**config.mk**
```make
export PLATFORM = sky130hd
export DESIGN_NAME = rpn_stack_calculator
export DESIGN_NICKNAME = d
export VERILOG_FILES = /design/src/rtl/rpn_pkg.sv /design/src/rtl/rpn_stack_calculator.sv /design/src/rtl/rpn_muldiv.sv
export VERILOG_INCLUDE_DIRS = /design/src /design/src/rtl
export SDC_FILE = /design/constraint.sdc
export NUM_CORES = 1
export LEC_CHECK = 0
export BUFFER_PORTS_ARGS = -buffer_cell sky130_fd_sc_hd__buf_2
export CAP_MARGIN = 5
export CORE_MARGIN = 5
export CORE_UTILIZATION = 30
export CTS_CLUSTER_SIZE = 28
export DETAILED_ROUTE_END_ITERATION = 8
export MAX_ROUTING_LAYER = met4
export PLACE_DENSITY = 0.43
export SLEW_MARGIN = 10
export SYNTH_ARGS = -nofsm -noshare
export SYNTH_HDL_FRONTEND = slang
export SYNTH_SLANG_ARGS = --single-unit
```
**constraint.sdc**
```tcl
create_clock -name clk -period 5.1 [get_ports clk]
set_input_delay 0.51 -clock clk [delete_from_list [all_inputs] [get_ports clk]]
set_output_delay 0.51 -clock clk [all_outputs]
set_load 0.01 [all_outputs]
```
**src/rtl/rpn_stack_calculator_macros.svh**
```systemverilog
// Assertion macros for the reverse-Polish calculator.
// Included by the top level; expects clk and arst_n in scope.
`ifndef RPN_STACK_CALCULATOR_MACROS_SVH
`define RPN_STACK_CALCULATOR_MACROS_SVH

// The consequent must hold in the same cycle as the trigger.
`define RPN_ASSERT_NOW(label, trig, cons, msg) \
	label: assert property (@(posedge clk) disable iff (!arst_n) (trig) |-> (cons)) \
		else $error(msg);

// The consequent must hold in the cycle after the trigger.
`define RPN_ASSERT_NEXT(label, trig, cons, msg) \
	label: assert property (@(posedge clk) disable iff (!arst_n) (trig) |=> (cons)) \
		else $error(msg);

`endif

```
**src/rtl/rpn_pkg.sv**
```systemverilog
// Shared constants and types for the reverse-Polish calculator.
// No dependencies; imported by rpn_muldiv and rpn_stack_calculator.
package rpn_pkg;

	localparam int DEF_STACK_DEPTH = 10;
	localparam int DEF_WORD_WIDTH  = 32;

	localparam logic [3:0] ACT_DIGIT   = 4'd0;
	localparam logic [3:0] ACT_EQUALS  = 4'd1;
	localparam logic [3:0] ACT_ADD     = 4'd2;
	localparam logic [3:0] ACT_SUB     = 4'd3;
	localparam logic [3:0] ACT_MUL     = 4'd4;
	localparam logic [3:0] ACT_DIV     = 4'd5;
	localparam logic [3:0] ACT_SIDE    = 4'd6;
	localparam logic [3:0] ACT_DOT     = 4'd7;
	localparam logic [3:0] ACT_RELEASE = 4'd8;

	typedef struct packed {
		logic start;
		logic is_div;
	} md_req_t;

endpackage

```
**src/rtl/rpn_stack_calculator.sv**
```systemverilog
// Reverse-Polish calculator: one key action per item, one result strobe per item.
// Digit, dot, release and other no-ops go from accept through S_RD_SHOW to the S_SHOW strobe.
// Equals, side button, add and subtract step through the stack memory reads before the result.
// Multiply and divide also wait on the shared one-bit-per-cycle unit, but a divide by
// zero does not. Reset clears the stack valid bits, pointer and entry at once.
module rpn_stack_calculator import rpn_pkg::*; #(
	parameter int STACK_DEPTH = DEF_STACK_DEPTH,
	parameter int WORD_WIDTH  = DEF_WORD_WIDTH
) (
	input  logic               clk,
	input  logic               arst_n,
	input  logic               start,
	output logic               busy,
	input  logic [3:0]         action,
	input  logic [3:0]         digit,
	output logic               done,
	output logic signed [31:0] shown_value,
	output logic               entry_pending,
	output logic               exit_request,
	output logic               redraw,
	output logic               divide_by_zero
);

	`include "rpn_stack_calculator_macros.svh"

	localparam int PTR_W = $clog2(STACK_DEPTH);
	localparam logic [PTR_W-1:0] PTR_LAST = PTR_W'(STACK_DEPTH - 1);

	localparam logic [3:0] S_IDLE    = 4'd0;
	localparam logic [3:0] S_COMMIT  = 4'd1;
	localparam logic [3:0] S_RD_T    = 4'd2;
	localparam logic [3:0] S_GET_T   = 4'd3;
	localparam logic [3:0] S_GET_N   = 4'd4;
	localparam logic [3:0] S_EXEC    = 4'd5;
	localparam logic [3:0] S_WAIT    = 4'd6;
	localparam logic [3:0] S_PUSH    = 4'd7;
	localparam logic [3:0] S_RD_SHOW = 4'd8;
	localparam logic [3:0] S_SHOW    = 4'd9;

	logic [3:0]            state_q;
	logic [3:0]            act_q;
	logic [PTR_W-1:0]      tp_q;
	logic [WORD_WIDTH-1:0] entry_q;
	logic                  dirty_q;
	logic                  exit_q;
	logic                  dz_q;
	logic [WORD_WIDTH-1:0] t_q;
	logic [WORD_WIDTH-1:0] n_q;
	logic [WORD_WIDTH-1:0] res_q;

	logic [WORD_WIDTH-1:0] mem_q [STACK_DEPTH];
	logic [STACK_DEPTH-1:0] vld_q;
	logic [WORD_WIDTH-1:0] rdata_q;
	logic                  rvld_q;

	logic [PTR_W-1:0]      tp_inc;
	logic [PTR_W-1:0]      tp_dec;
	logic [PTR_W-1:0]      rd_addr;
	logic                  wr_en;
	logic [WORD_WIDTH-1:0] wr_data;
	logic [WORD_WIDTH-1:0] rword;
	logic                  is_arith;
	logic                  accept;

	md_req_t               md_req;
	logic                  md_done;
	logic [WORD_WIDTH-1:0] md_result;

	assign accept   = start && !busy;
	assign busy     = (state_q != S_IDLE);
	assign tp_inc   = (tp_q == PTR_LAST) ? '0 : tp_q + 1'b1;
	assign tp_dec   = (tp_q == '0) ? PTR_LAST : tp_q - 1'b1;
	assign is_arith = (act_q == ACT_ADD) || (act_q == ACT_SUB) ||
	                  (act_q == ACT_MUL) || (act_q == ACT_DIV);

	// The second operand sits one below the top; its read is issued while the top arrives.
	assign rd_addr = (state_q == S_GET_T) ? tp_dec : tp_q;
	assign wr_en   = (state_q == S_COMMIT) || (state_q == S_PUSH);
	assign wr_data = (state_q == S_COMMIT) ? entry_q : res_q;
	// An entry never written since reset reads as zero.
	assign rword   = rvld_q ? rdata_q : '0;

	always_ff @(posedge clk) begin
		if (wr_en) mem_q[tp_inc] <= wr_data;
		rdata_q <= mem_q[rd_addr];
		rvld_q  <= vld_q[rd_addr];
	end

	always_ff @(posedge clk or negedge arst_n) begin
		if (!arst_n) begin
			vld_q <= '0;
		end else if (wr_en) begin
			vld_q[tp_inc] <= 1'b1;
		end
	end

	assign md_req.start  = (state_q == S_EXEC) &&
	                       ((act_q == ACT_MUL) || ((act_q == ACT_DIV) && (t_q != '0)));
	assign md_req.is_div = (act_q == ACT_DIV);

	rpn_muldiv #(
		.WORD_WIDTH(WORD_WIDTH)
	) u_muldiv (
		.clk    (clk),
		.arst_n (arst_n),
		.req    (md_req),
		.opa    (n_q),
		.opb    (t_q),
		.done   (md_done),
		.result (md_result)
	);

	always_ff @(posedge clk or negedge arst_n) begin
		if (!arst_n) begin
			state_q <= S_IDLE;
			act_q   <= ACT_DOT;
			tp_q    <= '0;
			entry_q <= '0;
			dirty_q <= 1'b0;
			exit_q  <= 1'b0;
			dz_q    <= 1'b0;
			t_q     <= '0;
			n_q     <= '0;
			res_q   <= '0;
		end else begin
			case (state_q)
				S_IDLE: begin
					if (accept) begin
						act_q  <= action;
						exit_q <= 1'b0;
						dz_q   <= 1'b0;
						case (action)
							ACT_DIGIT: begin
								entry_q <= (entry_q << 3) + (entry_q << 1) +
								           WORD_WIDTH'(digit);
								dirty_q <= 1'b1;
								state_q <= S_RD_SHOW;
							end
							ACT_EQUALS, ACT_ADD, ACT_SUB, ACT_MUL, ACT_DIV, ACT_SIDE: begin
								state_q <= dirty_q ? S_COMMIT : S_RD_T;
							end
							default: begin
								state_q <= S_RD_SHOW;
							end
						endcase
					end
				end
				S_COMMIT: begin
					tp_q    <= tp_inc;
					entry_q <= '0;
					dirty_q <= 1'b0;
					state_q <= is_arith ? S_RD_T : S_RD_SHOW;
				end
				S_RD_T: begin
					state_q <= S_GET_T;
				end
				S_GET_T: begin
					t_q <= rword;
					if (is_arith) begin
						tp_q    <= tp_dec;
						state_q <= S_GET_N;
					end else if (act_q == ACT_SIDE) begin
						res_q <= '0;
						if (rword == '0) begin
							exit_q  <= 1'b1;
							state_q <= S_RD_SHOW;
						end else begin
							state_q <= S_PUSH;
						end
					end else begin
						// Equals with nothing pending duplicates the top.
						res_q   <= rword;
						state_q <= S_PUSH;
					end
				end
				S_GET_N: begin
					n_q     <= rword;
					tp_q    <= tp_dec;
					state_q <= S_EXEC;
				end
				S_EXEC: begin
					case (act_q)
						ACT_ADD: begin
							res_q   <= n_q + t_q;
							state_q <= S_PUSH;
						end
						ACT_SUB: begin
							res_q   <= n_q - t_q;
							state_q <= S_PUSH;
						end
						ACT_DIV: begin
							if (t_q == '0) begin
								res_q   <= '0;
								dz_q    <= 1'b1;
								state_q <= S_PUSH;
							end else begin
								state_q <= S_WAIT;
							end
						end
						default: begin
							state_q <= S_WAIT;
						end
					endcase
				end
				S_WAIT: begin
					if (md_done) begin
						res_q   <= md_result;
						state_q <= S_PUSH;
					end
				end
				S_PUSH: begin
					tp_q    <= tp_inc;
					state_q <= S_RD_SHOW;
				end
				S_RD_SHOW: begin
					state_q <= S_SHOW;
				end
				S_SHOW: begin
					state_q <= S_IDLE;
				end
				default: begin
					state_q <= S_IDLE;
				end
			endcase
		end
	end

	logic signed [WORD_WIDTH-1:0] shown_word;

	assign shown_word     = dirty_q ? entry_q : rword;
	assign done           = (state_q == S_SHOW);
	assign shown_value    = 32'(shown_word);
	assign entry_pending  = dirty_q;
	assign exit_request   = exit_q;
	assign redraw         = (act_q != ACT_RELEASE);
	assign divide_by_zero = dz_q;

	`RPN_ASSERT_NEXT(a_accept_busy, accept, busy, "accepted item did not make the block busy")
	`RPN_ASSERT_NEXT(a_done_idle, done, !busy, "block stayed busy after its result strobe")
	`RPN_ASSERT_NOW(a_exit_zero, done && exit_request, (shown_value == 32'sd0) && !entry_pending, "exit request without a zero top and clean entry")
	`RPN_ASSERT_NOW(a_dz_divide, done && divide_by_zero, (act_q == ACT_DIV) && (shown_value == 32'sd0), "divide by zero flag on a result that is not a zero quotient")

endmodule

```
**src/rtl/rpn_muldiv.sv**
```systemverilog
// Shared iterative multiply / signed divide unit, one bit per cycle.
// Depends on rpn_pkg (md_req_t, DEF_WORD_WIDTH).
module rpn_muldiv import rpn_pkg::*; #(
	parameter int WORD_WIDTH = DEF_WORD_WIDTH
) (
	input  logic                  clk,
	input  logic                  arst_n,
	input  md_req_t               req,
	input  logic [WORD_WIDTH-1:0] opa,
	input  logic [WORD_WIDTH-1:0] opb,
	output logic                  done,
	output logic [WORD_WIDTH-1:0] result
);

	localparam int CNT_W = $clog2(WORD_WIDTH + 1);

	localparam logic [1:0] U_IDLE = 2'd0;
	localparam logic [1:0] U_RUN  = 2'd1;
	localparam logic [1:0] U_FIN  = 2'd2;

	logic [1:0]            st_q;
	logic [CNT_W-1:0]      cnt_q;
	logic                  div_q;
	logic                  neg_q;
	logic [WORD_WIDTH-1:0] a_q;
	logic [WORD_WIDTH-1:0] b_q;
	logic [WORD_WIDTH:0]   r_q;

	logic [WORD_WIDTH:0]   rs;
	logic [WORD_WIDTH:0]   op_x;
	logic [WORD_WIDTH:0]   op_y;
	logic [WORD_WIDTH:0]   sum;
	logic [WORD_WIDTH-1:0] abs_a;
	logic [WORD_WIDTH-1:0] abs_b;

	// One adder serves both: accumulate for multiply, trial subtract for divide.
	assign rs   = {r_q[WORD_WIDTH-1:0], a_q[WORD_WIDTH-1]};
	assign op_x = div_q ? rs : r_q;
	assign op_y = div_q ? {1'b0, b_q} : {1'b0, a_q};
	assign sum  = op_x + (op_y ^ {(WORD_WIDTH+1){div_q}}) + (WORD_WIDTH+1)'(div_q);

	assign abs_a = opa[WORD_WIDTH-1] ? (~opa + 1'b1) : opa;
	assign abs_b = opb[WORD_WIDTH-1] ? (~opb + 1'b1) : opb;

	always_ff @(posedge clk or negedge arst_n) begin
		if (!arst_n) begin
			st_q <= U_IDLE;
		end else begin
			case (st_q)
				U_IDLE: begin
					if (req.start) st_q <= U_RUN;
				end
				U_RUN: begin
					if (cnt_q == CNT_W'(1)) st_q <= U_FIN;
				end
				U_FIN: begin
					st_q <= U_IDLE;
				end
				default: begin
					st_q <= U_IDLE;
				end
			endcase
		end
	end

	always_ff @(posedge clk) begin
		if (st_q == U_IDLE && req.start) begin
			cnt_q <= CNT_W'(WORD_WIDTH);
			div_q <= req.is_div;
			r_q   <= '0;
			if (req.is_div) begin
				a_q   <= abs_a;
				b_q   <= abs_b;
				neg_q <= opa[WORD_WIDTH-1] ^ opb[WORD_WIDTH-1];
			end else begin
				a_q   <= opa;
				b_q   <= opb;
				neg_q <= 1'b0;
			end
		end else if (st_q == U_RUN) begin
			cnt_q <= cnt_q - 1'b1;
			if (div_q) begin
				// Restoring step: keep the difference when it did not go negative.
				if (!sum[WORD_WIDTH]) begin
					r_q <= sum;
					a_q <= {a_q[WORD_WIDTH-2:0], 1'b1};
				end else begin
					r_q <= rs;
					a_q <= {a_q[WORD_WIDTH-2:0], 1'b0};
				end
			end else begin
				if (b_q[0]) r_q <= sum;
				a_q <= {a_q[WORD_WIDTH-2:0], 1'b0};
				b_q <= {1'b0, b_q[WORD_WIDTH-1:1]};
			end
		end
	end

	assign done   = (st_q == U_FIN);
	assign result = div_q ? (neg_q ? (~a_q + 1'b1) : a_q) : r_q[WORD_WIDTH-1:0];

endmodule
```
==> reports/summary.md <==
Outcome
• run status: finished, violations left
• violations in the final reports: negative hold slack

CTS
• # clock sinks: 612
• CTS tree: done
• number of buffers inserted during clock tree synthesis: 77
• clk root buf: sky130_fd_sc_hd__clkbuf_16
• clock-pin slew on the worst setup and hold paths: 0.06 ns
• postcts setup bufs: 0
• clock latency on the worst-skew pair: 0.63 ns
• maximum clock insertion buffer count: 3
• maximum level of the CTS H-tree: 3

Routing
• count of unresolved DRC violations after routing: 0
• number of antenna-violating nets in the routed design: 0
• detailed-route via count: 23852
• number of detailed-route iterations in the first pass: 5
• detail-routed net length per standard cell: 21.1 µm
• Routed WL: 100 mm
• Via density: 5.03
• starting DRC count in detailed routing: 1604

Power
• Peak VDD IR: 418 µV
• Power per Cell Area: 712 nW/µm²
• Lkg Pwr: 14.7 nW
• Overall Power: 27.1 mW

Final layout
• number of nets in the layout: 3331
• most used cells in the layout excluding fill and tap cells: sky130_fd_sc_hd__nand2_1 (441), sky130_fd_sc_hd__edfxtp_1 (386), sky130_fd_sc_hd__o21ai_0 (273)
• post-synthesis to final-layout area growth: 14.5%
• post-layout instance area: 38000 µm²
• leading cell type in the layout, fill and taps excluded: sky130_fd_sc_hd__nand2_1
• layout cell share with drive strength beyond 1: 12.2%
• utilization of the core after routing: 34.5%

Floorplan
• width of the die: 343 µm
• Core Region: 110000 µm²
• total I/O pin count: 49
• Die H: 343 µm
• area of the die: 118000 µm²
• initial core utilization: 30.1%
• row count: 122

Yosys
• count of yosys warnings during synthesis: 0
• fraction of the yosys area taken by sequential cells: 50.8%
• Distinct cells, synth: 78
• Synth Instances: 3176
• largest area contributor in the netlist: sky130_fd_sc_hd__edfxtp_1
• share of synthesized flip-flops with an asynchronous set or reset: 25.3%
• area of the mapped netlist: 33200 µm²
• Post-synth EDFFs: 386
• Synth Net Count: 3317
• number of synthesized register bits: 612
• fraction of synthesized cell area taken by the top area cell type: 34.9%
• primary flip-flop cell chosen by synthesis mapping: sky130_fd_sc_hd__edfxtp_1
• top cells by area in the synthesized netlist: sky130_fd_sc_hd__edfxtp_1 (35%), sky130_fd_sc_hd__dfrtp_1 (11%), sky130_fd_sc_hd__nand2_1 (5.0%), sky130_fd_sc_hd__ha_1 (4.7%), sky130_fd_sc_hd__mux4_2 (4.5%)
• synthesized area per cell: 10.5 µm²

Timing
• Total Neg Setup Slack: 0 ns
• worst slew margin relative to its limit: 18.3%
• transition at the pin with the smallest max-transition slack: 1.21 ns
• unrepaired setup endpoints after global routing: false
• fmax: 214 MHz
• crit share post-route: 91.6%
• final worst clock skew: 0.0180 ns
• crit path time final: 4.67 ns
• Max Slew Vio Count: 0
• Hold Slack: -0.0533 ns
• final setup violation count: 0
• Fin. Hold Viols: 12

Global route
• Global Route Usage Sum: 17.4%
• vias in the first global route: 23799
• pin count of the biggest net entering global routing: 156
• first-pass GRT wire length: 153 mm
• global-route congestion overflow total: 0
• number of antenna violations at the first check in global routing: 0

Worst setup path
• Critical Path End Type: flip-flop
• CP Launch Type: flip-flop
• Critical Path RT: 5.62 ns
• critical path peak fanout: 6
• data arrival time of the worst path: 5.19 ns
• kind of critical path: flip-flop to flip-flop

Placement
• post-placement cell area: 35400 µm²
• final weighted congestion of routability-driven global placement: 0.809
• Port-buffer cells: 48
• post-detail-place hpwl: 69.7 mm

Hold path
• type of the tightest min-delay check: input port to async pin

Run
• maximum capacitance violations: 0

## cell type report
class / count / area [µm²]
tap: 1488 / 1860
sequential: 612 / 16900
inverter: 47 / 176
clock inverter: 37 / 427
multi-input combinational: 2338 / 15600
clock buffer: 104 / 2190
timing repair buffer: 114 / 855
fill: 11114 / 72300
antenna: 1 / 2.50
## through the flow
step	cells	setup slack [ns]
CTS	4740	0.385
global route	4740	0.0209
detailed placement	4599	0.419
floorplan	3176	0.367
finish	4741	0.427
global placement	4599	0.437
## cell families after synthesis
kind of cell,count (synthesis),share of synthesized area [%]
AND/OR/NAND/NOR,1003,13.6
AO/OA/AOI/OAI,855,15.6
flip-flops,612,50.8
buffers and inverters,226,2.56
XOR/XNOR,196,5.17
multiplexers,154,7.27
adder cells (fa/ha/maj),130,4.98
## critical path: stages, from the launching register on
cell and delay [ns]:
sky130_fd_sc_hd__dfrtp_1 0.43, sky130_fd_sc_hd__inv_1 0.11, sky130_fd_sc_hd__ha_1 0.21, sky130_fd_sc_hd__nor4b_1 0.34, sky130_fd_sc_hd__buf_4 0.19, sky130_fd_sc_hd__nand4_1 0.23, sky130_fd_sc_hd__nor4_1 0.35, sky130_fd_sc_hd__nor2_1 0.10
sky130_fd_sc_hd__xnor2_1 0.14, sky130_fd_sc_hd__ha_1 0.35, sky130_fd_sc_hd__and3_1 0.20, sky130_fd_sc_hd__a31oi_1 0.16, sky130_fd_sc_hd__o21ai_0 0.14, sky130_fd_sc_hd__a221o_1 0.34, sky130_fd_sc_hd__nor2_1 0.20, sky130_fd_sc_hd__o21ai_0 0.22
sky130_fd_sc_hd__a221o_1 0.35, sky130_fd_sc_hd__or3b_1 0.34, sky130_fd_sc_hd__and3_1 0.16
## power by group
part	internal, mW	total [mW]	leakage (nW)	switching (mW)
combinational	5.40	13.6	7.26	8.22
clock	3.43	5.65	1.28	2.22
sequential	6.67	7.83	6.12	1.15
total	15.5	27.1	14.7	11.6
## cell usage after synthesis (54+ instances only)
| cell | instances |
|---|---|
| sky130_fd_sc_hd__dfxtp_1 | 71 |
| sky130_fd_sc_hd__edfxtp_1 | 386 |
| sky130_fd_sc_hd__o21ai_0 | 274 |
| sky130_fd_sc_hd__clkbuf_1 | 153 |
| sky130_fd_sc_hd__nand2_1 | 442 |
| sky130_fd_sc_hd__dfrtp_1 | 152 |
| sky130_fd_sc_hd__nor2_1 | 252 |
| sky130_fd_sc_hd__xor2_1 | 83 |
| sky130_fd_sc_hd__a21oi_1 | 266 |
| sky130_fd_sc_hd__ha_1 | 126 |
| sky130_fd_sc_hd__mux4_2 | 66 |
| sky130_fd_sc_hd__xnor2_1 | 113 |
| sky130_fd_sc_hd__a211oi_1 | 54 |
## state kept, by name (all words and copies together) (netlist names)
name            flops
act_q               4
divide_by_zero      1
entry_pending       1
entry_q            32
exit_request        1
mem_q             320
n_q                32
rdata_q            32
res_q              32
rvld_q              1
state_q             4
t_q                32
tp_q                4
u_muldiv.a_q       32
u_muldiv.b_q       32
u_muldiv.cnt_q      6
u_muldiv.div_q      1
u_muldiv.neg_q      1
u_muldiv.r_q       32
u_muldiv.st_q       2
vld_q              10
## worst paths after layout
| check | slack, ns | cells past startpoint | from | end |
|---|---|---|---|---|
| min in group clk | 0.13 | 3 | digit[0] | entry_q[0] |
| worst min-delay path | -0.05 | 2 | arst_n | tp_q[3] |
| worst min register to register | 0.46 | 1 | vld_q[6] | vld_q[6] |
| worst max-delay path | 0.43 | 18 | t_q[0] | res_q[28] |
| worst max register to register | 0.43 | 18 | t_q[0] | res_q[28] |
| max in group asynchronous | 4.28 | 2 | arst_n | entry_pending |
## timing repair
item | CTS | global route
setup endpoints to repair | 0 | 1
hold buffers | 0 | 0
resized for setup | 0 | 1
## routing by layer
layer  wire length, µm  track usage [%]
met4              1890             4.10
met3              3220             1.89
met1             49700             24.9
met2             45500             26.8
met5                 0                -
Note: power is estimated with default switching activity, not from simulation.
